[src/design/fmiq_phase.sv]
`default_nettype none

module fmiq_phase #(
   parameter int PHASE_BITS  = 24,
   parameter int SAMPLE_BITS = 16
) (
   input  wire                          clock,
   input  wire                          reset,
   input  wire                          in_valid,
   output logic                         in_ready,
   input  wire  signed [SAMPLE_BITS-1:0] in_sample,
   input  wire  signed [PHASE_BITS-1:0]  gain,
   input  wire                          load,
   input  wire         [PHASE_BITS-1:0]  load_phase,
   output logic                         out_valid,
   input  wire                          out_ready,
   output logic        [PHASE_BITS-1:0]  out_phase
);

   localparam int PROD_BITS = SAMPLE_BITS + PHASE_BITS;
   localparam logic [PROD_BITS-1:0] ROUND = PROD_BITS'(1) << (SAMPLE_BITS - 2);

   logic                        prod_vld_ff, prod_vld_in;
   logic signed [PROD_BITS-1:0] prod_ff, prod_in;
   logic                        acc_vld_ff, acc_vld_in;
   logic [PHASE_BITS-1:0]       acc_ff, acc_in;
   logic [PROD_BITS-1:0]        rounded;
   logic                        acc_ready;

   assign acc_ready = !acc_vld_ff || out_ready;
   assign in_ready  = !prod_vld_ff || acc_ready;
   assign rounded   = prod_ff + ROUND;

   always_comb begin
      prod_vld_in = prod_vld_ff;
      prod_in     = prod_ff;
      acc_vld_in  = acc_vld_ff;
      acc_in      = acc_ff;
      if (acc_ready) begin
         acc_vld_in = prod_vld_ff;
         if (prod_vld_ff) begin
            acc_in = acc_ff - rounded[SAMPLE_BITS-1 +: PHASE_BITS];
         end
      end
      if (in_ready) begin
         prod_vld_in = in_valid;
         prod_in     = PROD_BITS'(in_sample) * PROD_BITS'(gain);
      end
      if (load) begin
         acc_in = load_phase;
      end
   end

   always_ff @(posedge clock) begin
      if (reset) begin
         prod_vld_ff <= 1'b0;
         acc_vld_ff  <= 1'b0;
         acc_ff      <= '0;
      end else begin
         prod_vld_ff <= prod_vld_in;
         acc_vld_ff  <= acc_vld_in;
         acc_ff      <= acc_in;
      end
      prod_ff <= prod_in;
   end

   assign out_valid = acc_vld_ff;
   assign out_phase = acc_ff;

endmodule

`default_nettype wire

[config.mk]
export PLATFORM = sky130hd
export DESIGN_NAME = fmiq_phase
export DESIGN_NICKNAME = d
export VERILOG_FILES = /design/src/design/fmiq_phase.sv
export SDC_FILE = /design/constraint.sdc
export NUM_CORES = 1
export LEC_CHECK = 0
export ABC_AREA = 1
export ABC_CLOCK_PERIOD_IN_PS = 9000
export BUFFER_PORTS_ARGS = -buffer_cell sky130_fd_sc_hd__buf_2
export CAP_MARGIN = 10
export CORE_UTILIZATION = 50
export CTS_CLUSTER_DIAMETER = 30
export DETAILED_ROUTE_END_ITERATION = 6
export PLACE_DENSITY = 0.67
export SLEW_MARGIN = 30
export SYNTH_ARGS = -nofsm -noshare
export SYNTH_HDL_FRONTEND = slang
export SYNTH_SLANG_ARGS = --single-unit
[constraint.sdc]
create_clock -name clock -period 9 [get_ports clock]
set_input_delay 2.7 -clock clock [delete_from_list [all_inputs] [get_ports clock]]
set_output_delay 2.7 -clock clock [all_outputs]
set_load 0.03 [all_outputs]
=== Word level (Yosys, flattened, before mapping) ===
Index checks and enable logic that the tools add are counted.

* Reduce and logical (&&, ||, !) cells: 7
* Shift operators: 0
* Multiply operators: 1
* Div/mod/pow operators: 0
* Equal/unequal tests: 0
* Bitwise gates (word level): 0
* Multiplexer cells: 3
* Add/subtract/negate cells: 2
* Magnitude comparators: 0

{| class="wikitable"
|+ Operator list
! operator !! count
|-
| two-way mux 24 bit || 3
|-
| adder 39 x 15 -> 39 bit, second input constant || 1
|-
| multiplier 16 x 24 -> 39 bit || 1
|-
| subtractor 24 bit || 1
|-
| nonzero test 2 bit || 2
|-
| logical NOT 1 bit || 2
|-
| logical OR 1 bit || 2
|-
| AND reduction 2 bit || 1
|}

* Input bits: 69
* Word-level logic and storage cells: 17
* Latch bits: 0
* Bits in read-only memories: 0
* Register bits: 65
* Memories kept: 0
* Bits in writable memories: 0
* Output and inout bits: 26

=== Longest topological paths before layout ===
* Depth after elaboration: 5
* Mapped depth: 28
* Gate-level depth less buffers: 26

=== Least setup slack after synthesis ===
No wires, ideal clock.

* Path kind: input port to flip-flop
* Start point: input port gain[21]
* End point: register prod_ff[36] (data pin)
* Stages: 24
* Data required time: 8,747 ps
* Data arrival time: 7,647 ps
* Setup slack: 1,100 ps
* Path buffers: 2
* Library setup time: 253 ps
* Cells stage by stage: clkbuf_1 -> clkbuf_1 -> nand2_1 -> fa_1 -> inv_1 -> fa_1 -> inv_1 -> fa_1 -> inv_1 -> fa_1 -> fa_1 -> inv_1 -> fa_1 -> inv_1 -> ha_1 -> nand2_1 -> nor2_1 -> inv_1 -> nor2_1 -> inv_1 -> nor3_1 -> nand4_1 -> nand4_1 -> nand2_1

* Word-level cells in the longest chain between the ends: 1

{| class="wikitable"
|+ RTL lines
! element !! RTL line !! RTL
|-
| from (decl) || 12 || <nowiki>input wire signed [PHASE_BITS-1:0] gain,</nowiki>
|-
| multiplier 16 x 24 -> 39 bit || 47 || <nowiki>prod_in = PROD_BITS'(in_sample) * PROD_BITS'(gain);</nowiki>
|-
| to (signal assigned) || 64 || <nowiki>prod_ff <= prod_in;</nowiki>
|-
| to (decl) || 24 || <nowiki>logic signed [PROD_BITS-1:0] prod_ff, prod_in;</nowiki>
|}

No other way between the ends.
A chain may end at the register's enable or synchronous reset.

=== Worst setup path after layout ===
* Start point: input port in_sample[1]
* End point: register prod_ff[38] (data pin)

* Word-level cells in the longest chain between the ends: 1

{| class="wikitable"
|+ RTL lines
! element !! RTL line !! RTL
|-
| from (decl) || 11 || <nowiki>input wire signed [SAMPLE_BITS-1:0] in_sample,</nowiki>
|-
| multiplier 16 x 24 -> 39 bit || 47 ||
|}

No other way between the ends.

==> qor.csv <==
metric,value,unit
worstHoldEndpoint,out_phase[15]$_SDFFE_PP0P_,
syn-cell-area,18510,µm²
synth_edf_count,25,
numCtsBuffers,5,
cp_slowest_stage_delay,0.57,ns
ios,95,
holdBufCountCts,0,
async_flop_share,0,%
grt_pass1_wl,82990,µm
insertion_delay,0.31,ns
synthTopCellsByArea,"fa_1 40%, inv_1 15%, nand2_1 14%, ha_1 7.9%, edfxtp_1 4.1%",
num_vias,15479,
crit_buf_inv,8,
syn_to_final_growth,5.170,%
wl_per_cell,16.21,µm
core_area,36520,µm²
netlist_instances,2546,
drtAntennaViolNets,0,
start_util,50.69,%
yosys.area.top_type,fa_1,
portBuffers,94,
cts_tree,done,
drv_cap,0,
slew_viol_final,0,
grt_max_degree,30,
htreeDepth,2,
cts-root-buf,clkbuf_16,
grt_pass1_vias,16455,
num_antenna_cells,0,
hpwl,41720,µm
drive_gt1_share,5.441,%
die_w,194.4,µm
period_minus_slack,8.403,ns
cp_top_family,adder cells,
antenna_found_initial,0,
track_usage,27.58,%
path_class,primary input to flip-flop,
die_h,194.4,µm
arrival,8.47,ns
status,completed,
drt_wl_total,49300,µm
firstDrtPassIters,5,
crit_slowest_cell,fa_1,
fillCellCount,3585,
crit_path_frequent_cell,inv_1,
synth.avg_cell_area,7.272,µm²
cts.sinks,51,
viasPerCell,5.090,
worstMarginPinSlew,0.6731,ns
synth-main-ff-cell,dfxtp_1,
drcViolationCount,0,
row_count,70,
fin_util,53.31,%
r2r-end,out_phase[17]$_SDFFE_PP0P_,
startpoint_type,primary input,
max_freq,0.1190,GHz
hold_violations,0,
grt.overflow.total,0,
path_max_fanout,23,
ys_ff_latch,51,
post-cts-setup-buffers,0,
rsz0062_at_grt,false,
yosysSeqAreaShare,6.866,%
cts-resized-gates,0,
worst_ep_required_time,9.07,ns
drt-initial-drc-count,911,
nets,3126,
reg2reg_depth,19,
clockBufferDepth,2,
hp-class,flip-flop to flip-flop,
cp-end-kind,flip-flop,
synth_top_cell_area_share,39.79,%
finalSetupViolCount,0,
place.gp.congestion,0.9442,
finalCritPeriodShare,93.37,%
reg2reg_slack,5.85,ns
path_cells,buf_2 -> nand2_1 -> fa_1 -> inv_1 -> fa_1 -> inv_1 -> fa_1 -> inv_1 -> fa_1 -> fa_1 -> inv_1 -> fa_1 -> inv_1 -> ha_1 -> nand2_1 -> nor2_1 -> inv_1 -> nor3_1 -> nand3_1 -> nand3_1 -> inv_1 -> nand2_1 -> nand2_1,
syn_nets,3100,
cts.clk_slew.worst_paths,0.07,ns
holdPathStages,2,
maxSlewHeadroom,55.12,%
synth_cell_type_count,44,
dieArea,37800,µm²
tns,0,ns
hold_start,out_phase[15]$_SDFFE_PP0P_,
ys_warn_count,0,
fin_skew,0.008334,ns
worstReg2RegStart,prod_ff[16]$_DFFE_PP_,
cell families after synthesis:
logic type | share of synthesized area [%]
AND/OR/NAND/NOR | 20.88
buffers and inverters | 17.16
adder cells (fa/ha/maj) | 47.70
AO/OA/AOI/OAI | 5.028
flip-flops | 6.866
XOR/XNOR | 2.365
routing by layer:
layer	vias up	wire (µm)	track usage (%)
met1	7613	21680	36.54
li1	7355	-	-
met4	0	908	6.379
met5	-	0	0
met2	439	24290	48.73
met3	72	2428	2.585
cells in the mapped netlist, types with 12 or more instances:
cell type and n:
o21bai_1 12, fa_1 368, xor2_1 34, ha_1 117, a21oi_1 72, inv_1 761
xnor2_1 16, clkbuf_1 77, o21ai_0 32, dfxtp_1 26, nand4_1 18, nand3_1 65
nand2_1 677, nor2_1 148, edfxtp_1 25
placed cells by master (no fill, tap or decap), drive strengths merged:
master,count
clkbuf,5
dfxtp,26
a21boi,5
or2,11
nor4,4
nor2,152
o21ai,33
inv,764
a22o,11
a21oi,72
a21o,5
and3,1
o31ai,1
clkinv,2
nand3,67
xnor2,16
fa,368
o21bai,13
edfxtp,25
nand3b,4
xor2,34
o22ai,2
nand2,682
o21a,1
buf,101
ha,117
a31o,1
a211oi,2
a311oi,1
and2,1
a31oi,11
nor2b,1
nor3,15
nand4,19
cell type report:
cell class	count	area, µm²	area share, %
Multi-Input combinational cell	1650	14080	72.29
Clock inverter	3	26.28	0.1349
Timing Repair Buffer	101	523.0	2.686
Clock buffer	5	125.1	0.6426
Tap cell	468	585.6	3.007
Inverter	763	2864	14.71
Sequential cell	51	1271	6.529
how the worst max path moves through the flow:
stage	startpoint	end	slack [ns]	cells past startpoint
2_1_floorplan	gain[21]	prod_ff[36]$_DFFE_PP_	1.10	24
3_3_place_gp	in_sample[4]	prod_ff[38]$_DFFE_PP_	0.34	23
3_5_place_dp	in_sample[4]	prod_ff[38]$_DFFE_PP_	0.35	23
4_1_cts	in_sample[4]	prod_ff[38]$_DFFE_PP_	0.67	23
5_1_grt	in_sample[1]	prod_ff[38]$_DFFE_PP_	0.27	25
6_report	in_sample[1]	prod_ff[38]$_DFFE_PP_	0.60	23
registers in the layout, summed over array words and instances, names as in the netlist:
name,flops
out_phase,24
out_valid,1
prod_ff,25
prod_vld_ff,1
stage by stage:
step / instances / hold WS [ns] / worst slack (ns) / area (µm²)
detailed placement: 3033 / 0.4872 / 0.3498 / 19320
floorplan: 2546 / 0.4633 / 1.100 / 18510
global placement: 3033 / 0.4761 / 0.3439 / 19310
global route: 3041 / 0.5257 / 0.2659 / 19470
CTS: 3041 / 0.4983 / 0.6692 / 19470
finish: 3041 / 0.4955 / 0.5966 / 19470
worst min-delay path: stages, from the launching register on:
cell and delay (ns):
dfxtp_1 0.33, nand2_1 0.07, a21oi_1 0.05
Power is left out: the tool's default activity adds up to more than one toggle a clock period on the data nets, which glitch-free logic cannot reach.
