<file path="config.mk">
export PLATFORM = sky130hd
export DESIGN_NAME = fmiq_cell
export DESIGN_NICKNAME = d
export VERILOG_FILES = /design/src/design/fmiq_pkg.sv /design/src/design/fmiq_cell.sv
export SDC_FILE = /design/constraint.sdc
export NUM_CORES = 1
export LEC_CHECK = 0
export ABC_AREA = 1
export BUFFER_PORTS_ARGS = -buffer_cell sky130_fd_sc_hd__buf_2
export CAP_MARGIN = 10
export CORE_UTILIZATION = 52
export CTS_CLUSTER_SIZE = 16
export DETAILED_ROUTE_END_ITERATION = 6
export PLACE_DENSITY = 0.8
export SKIP_LAST_GASP = 1
export SYNTH_ARGS = -nofsm -noshare
export SYNTH_HDL_FRONTEND = slang
export SYNTH_SLANG_ARGS = --single-unit
</file>
<file path="constraint.sdc">
create_clock -name clock -period 2.7 [get_ports clock]
set_input_delay 0.27 -clock clock [delete_from_list [all_inputs] [get_ports clock]]
set_output_delay 0.27 -clock clock [all_outputs]
set_load 0.1 [all_outputs]
</file>
<file path="src/design/fmiq_pkg.sv">
`default_nettype none

package fmiq_pkg;

   localparam int FRAC_BITS  = 30;
   localparam int XY_BITS    = 33;
   localparam int Z_BITS     = 34;
   localparam int MAX_STAGES = 24;

   localparam logic [0:0] REG_MOD_GAIN    = 1'd0;
   localparam logic [0:0] REG_CARRIER_INIT = 1'd1;

   localparam logic [31:0] MOD_GAIN_RESET = 32'd2670177;
   localparam logic signed [XY_BITS-1:0] X_INIT = 33'sd586829586;

   localparam logic [31:0] ATAN_TURNS [MAX_STAGES] = '{
      32'd536870912, 32'd316933406, 32'd167458907, 32'd85004756,
      32'd42667331,  32'd21354465,  32'd10680862,  32'd5340245,
      32'd2670163,   32'd1335087,   32'd667544,    32'd333772,
      32'd166886,    32'd83443,     32'd41721,     32'd20860,
      32'd10430,     32'd5215,      32'd2607,      32'd1303,
      32'd651,       32'd325,       32'd162,       32'd81
   };

   typedef struct packed {
      logic signed [XY_BITS-1:0] x;
      logic signed [XY_BITS-1:0] y;
      logic signed [Z_BITS-1:0]  z;
      logic                      flip;
   } cordic_type;

endpackage

`default_nettype wire

</file>
<file path="src/design/fmiq_cell.sv">
`default_nettype none

module fmiq_cell #(
   parameter int IDX = 0
) (
   input  wire                 clock,
   input  wire                 reset,
   input  wire                 in_valid,
   output logic                in_ready,
   input  fmiq_pkg::cordic_type in_data,
   output logic                out_valid,
   input  wire                 out_ready,
   output fmiq_pkg::cordic_type out_data
);

   localparam logic signed [fmiq_pkg::Z_BITS-1:0] ATAN =
      $signed(fmiq_pkg::Z_BITS'(fmiq_pkg::ATAN_TURNS[IDX]));

   logic                 vld_ff, vld_in;
   fmiq_pkg::cordic_type data_ff, data_in;
   logic signed [fmiq_pkg::XY_BITS-1:0] xs, ys;

   assign in_ready = !vld_ff || out_ready;
   assign xs = in_data.x >>> IDX;
   assign ys = in_data.y >>> IDX;

   always_comb begin
      vld_in  = vld_ff;
      data_in = data_ff;
      if (in_ready) begin
         vld_in       = in_valid;
         data_in.flip = in_data.flip;
         if (!in_data.z[fmiq_pkg::Z_BITS-1]) begin
            data_in.x = in_data.x - ys;
            data_in.y = in_data.y + xs;
            data_in.z = in_data.z - ATAN;
         end else begin
            data_in.x = in_data.x + ys;
            data_in.y = in_data.y - xs;
            data_in.z = in_data.z + ATAN;
         end
      end
   end

   always_ff @(posedge clock) begin
      if (reset) begin
         vld_ff <= 1'b0;
      end else begin
         vld_ff <= vld_in;
      end
      data_ff <= data_in;
   end

   assign out_valid = vld_ff;
   assign out_data  = data_ff;

endmodule

`default_nettype wire

</file>
---- Word level (Yosys, flattened, before mapping) ----
Index checks and enable logic that the tools add are counted.
word-level totals
  output and inout port bits .............. 103
  input port bits ......................... 105
  bits in registers ....................... 102
  logic and storage cells ................. 13
cells by class
  reductions and logical operators ........ 2
  mux-type cells .......................... 1
  $add $sub $neg .......................... 5
operators with widths
  operator                                              count
  2-to-1 mux 100 bit                                    1
  subtractor 33 bit                                     2
  adder 34 x 31 -> 34 bit (second input constant)       1
  subtractor 34 x 31 -> 34 bit (second input constant)  1
  adder 33 bit                                          1
  logical NOT 1 bit                                     1
  logical OR 1 bit                                      1

---- Depth between registers and ports, before layout ----
  depth in word-level cells ............... 2
  depth in mapped cells ................... 16
  gate-level depth less buffers ........... 15

---- Least setup slack after synthesis ----
Ideal clock, no wire load.
  path type ............................... reg-to-reg
  from .................................... reg vld_ff (netlist: out_valid)
  to ...................................... reg data_ff, in the netlist out_data[0] (enable)
  setup time .............................. 1.133 ns
  slack ................................... -1.856 ns
  buffers on the path ..................... 0
  stages on the path, launching flop included .. 2
  arrival time ............................ 3.423 ns
  clock period less this slack ............ 4.556 ns
  required time ........................... 1.567 ns
  cell sequence ........................... dfxtp_1 nand2_1
between the ends
  longest elaborated chain between the ends .. 2
RTL lines
  element                 line             text
  start, declared         fmiq_cell.sv:19  logic vld_ff, vld_in;
  start signal, assigned  fmiq_cell.sv:49  vld_ff <= vld_in;
  logical NOT 1 bit       fmiq_cell.sv:23  assign in_ready = !vld_ff || out_ready;
  logical OR 1 bit        fmiq_cell.sv:23
  named net in_ready      fmiq_cell.sv:9   output logic in_ready,
  end signal, assigned    fmiq_cell.sv:51  data_ff <= data_in;
  end, declared           fmiq_cell.sv:20  fmiq_pkg::cordic_type data_ff, data_in;
The timed path passes the listed nets, and every way through them passes these cells.
A chain may end at the register's enable or synchronous reset.

---- Worst setup path after layout ----
  from .................................... in in_data[54] in the netlist's numbering
  to ...................................... reg data_ff, in the netlist out_data[63] (data pin)
between the ends
  longest elaborated chain between the ends .. 2
  elaborated cells between the ends (all ways) .. 3
  those cells by class .................... 2 x add/sub; 1 x mux
RTL lines
  element                                                   line                              text
  start, declared                                           fmiq_cell.sv:10                   input fmiq_pkg::cordic_type in_data,
  adder 33 bit / subtractor 33 bit (equally long branches)  fmiq_cell.sv:35, fmiq_cell.sv:39
  2-to-1 mux 100 bit (*)                                    fmiq_cell.sv:33                   if (!in_data.z[fmiq_pkg::Z_BITS-1]) begin
Mark *: on every way between the ends. The rest lies on a longest branch, timed or not.

==> flow_summary.json <==
{
  "antenna_found_initial": 0,
  "hold_viol_final": 0,
  "rsz0062_at_grt": "false",
  "violations": "DRC",
  "maxSlewViolCount": 0,
  "period_needed_ns": 2.17,
  "grt_first_pass_wirelength_um": 53000,
  "mostFrequentLayoutCell": "nand2_1",
  "grt-ovfl-total": 0,
  "fin_cells": 2152,
  "core_area_um2": 20300,
  "cp.required_ns": 2.83,
  "setup_viol": 0,
  "synth_fa_ha_area_share_pct": 12.2,
  "place.port_buffers": 207,
  "worst_slack_ns": 0.530,
  "fillers": 2002,
  "worstMarginPinSlew_ns": 0.731,
  "synth_mux_area_share_pct": 0,
  "routed_via_density": 5.28,
  "synth-simple-area-share_pct": 34.7,
  "post_cts_buffers": 0,
  "synth.net_count": 1893,
  "clock_skew_ns": 0.0184,
  "cts_tree": "yes",
  "yosysUniqueCellTypes": 34,
  "drive_gt1_share_pct": 14.4,
  "switching_share_pct": 51.9,
  "p_per_area_nw_per_um2": 588,
  "pwr-share-clk_pct": 19.4,
  "arrival_ns": 2.30,
  "period_share_pct": 80.4,
  "vias": 11400,
  "drt_iter0_markers": 1175,
  "cellInternalPower_mw": 3.48,
  "synth_top_family_by_area": "simple AND/OR/NAND/NOR gates",
  "final_cell_mix": "nand2_1, inv_1, buf_2",
  "clk_root_buffer_cell": "clkbuf_16",
  "pre_cts_ws_ns": 0.186,
  "ys_seq_area_share_pct": 28.0,
  "detail-route-antenna-nets": 0,
  "ys_warn_count": 0,
  "clkTransAtPathRegs_ns": 0.09,
  "clk_latency_ns": 0.37,
  "die_x_um": 146,
  "worstSetupPathType": "in2reg",
  "hp-class": "in2reg",
  "clk_path_buf_depth": 2,
  "grt_pass1_vias": 10300,
  "htree_levels": 3,
  "initial_core_util_pct": 53.2,
  "netlist_area_um2": 10800,
  "drc_errors": 1,
  "crit_path_start_kind": "primary input",
  "die-area_um2": 21400,
  "setup_tns_ns": 0,
  "ctsHoldBuffers": 0,
  "synth-xor-area-share_pct": 2.11,
  "grt_max_degree": 72,
  "p_seq_share_pct": 28.7,
  "cap_viol_max_count": 0,
  "avgSynthCellArea_um2": 6.41,
  "synth_compound_area_share_pct": 8.79,
  "die_y_um": 146,
  "status": "finished with violations",
  "p_leak_nw": 6.95,
  "wl_um": 34500,
  "synthCells": 1685,
  "vdd_drop_max_mv": 0.370,
  "relSlewSlack_pct": 51.3,
  "rows": 52,
  "cts_inserted_buffers": 9,
  "grt_usage_pct": 32.1,
  "wl_per_cell_um": 16.0,
  "fmax_mhz": 461,
  "crit_path_end_kind": "flip-flop",
  "comb_power_share_pct": 51.9,
  "finish.net_count": 2085,
  "place_inst": 2136,
  "io_pins": 208,
  "path_max_fanout": 9,
  "diodes": 0,
  "gp_congestion": 0.958,
  "switchingPower_mw": 3.75,
  "drt_pass1_iterations": 7,
  "synth-seq-cells": 101,
  "ctsResizeCount": 0,
  "area_delta_synth_final_pct": 13.8,
  "hpwl_um": 28900,
  "clock_sinks": 101
}
metal layers:
layer | share of wire [%] | track usage [%] | up-vias | wire length (um)
li1 | - | - | 5613 | -
met1 | 47 | 48.6 | 5124 | 16200
met2 | 41 | 48.2 | 578 | 14300
met3 | 9.5 | 3.81 | 39 | 3260
met4 | 2.1 | 8.49 | 0 | 722
met5 | 0 | 0 | - | 0
layout make-up:
type / instances / area, um^2 / area share (%)
clock inverter: 7 / 78.8 / 0.641
timing repair buffer: 224 / 1180 / 9.56
clock buffer: 9 / 225 / 1.83
multi-input combinational: 1219 / 6250 / 50.8
tap: 270 / 338 / 2.75
inverter: 322 / 1210 / 9.83
sequential: 101 / 3020 / 24.6
synthesized netlist by cell type (all sizes together):
cell / number / share of area [%]
nand3: 143 / 6.8
nor3: 6 / 0.28
a21oi: 73 / 3.5
dfxtp: 1 / 0.19
nor2: 156 / 5.6
nand4: 13 / 0.75
or2: 3 / 0.17
nand2: 590 / 21
edfxtp: 100 / 28
a31oi: 3 / 0.17
xor2: 26 / 2.1
inv: 322 / 11
clkbuf: 8 / 0.56
o21bai: 16 / 1.1
and2: 7 / 0.42
o211ai: 4 / 0.28
o22ai: 6 / 0.35
ha: 99 / 11
buf: 35 / 2.5
o31ai: 2 / 0.14
o21ai: 68 / 3.3
fa: 4 / 0.74
critical path: stages:
cell and delay, ns:
buf_2 0.10, inv_1 0.04, ha_1 0.45, a21oi_1 0.49, nand2_1 0.16, a21oi_1 0.30
nor2_1 0.08, nor2_1 0.12, nand3_1 0.09, nand3_1 0.10, nand2_1 0.08
final timing paths:
check,startpoint,to,slack [ns],depth (start not counted)
max,in_data[54],out_data[63],0.53,11
min reg2reg,out_valid,out_data[92],0.92,1
max reg2reg,out_valid,out_data[3],1.21,2
min,reset,out_valid,0.06,2
cell families (layout without fill, tap and decap cells):
family	count (synthesis)	after routing
simple gates	918	918
xor+xnor	26	26
compound gates	172	172
buf+inv	365	562
fa+ha+maj	103	103
flops	101	101
through the flow:
step                      instance area, um^2  power (mW)  util, %  hold WS [ns]
after floorplan                         10800        5.05        -         0.339
after global routing                    12300        7.53     60.6        0.0591
final                                   12300        7.23     60.6        0.0608
after CTS                               12300        7.20     60.6        0.0622
after detailed placement                12000        5.81     59.1         0.429
after global placement                  12000        5.77     59.1         0.430
registers in the layout, summed over array words and instances, names as in the netlist:
| signal | flops |
|---|---|
| out_data | 100 |
| out_valid | 1 |
power groups by stage:
stage | sequential (mW) | clock (mW) | combinational (mW)
after global routing | 2.10 | 1.47 | 3.97
after global placement | 2.11 | 0 | 3.67
final | 2.08 | 1.40 | 3.75
after detailed placement | 2.11 | 0 | 3.70
after floorplan | 3.72 | 0 | 1.32
after CTS | 2.08 | 1.41 | 3.71
Note: power is estimated with default switching activity, not from simulation.
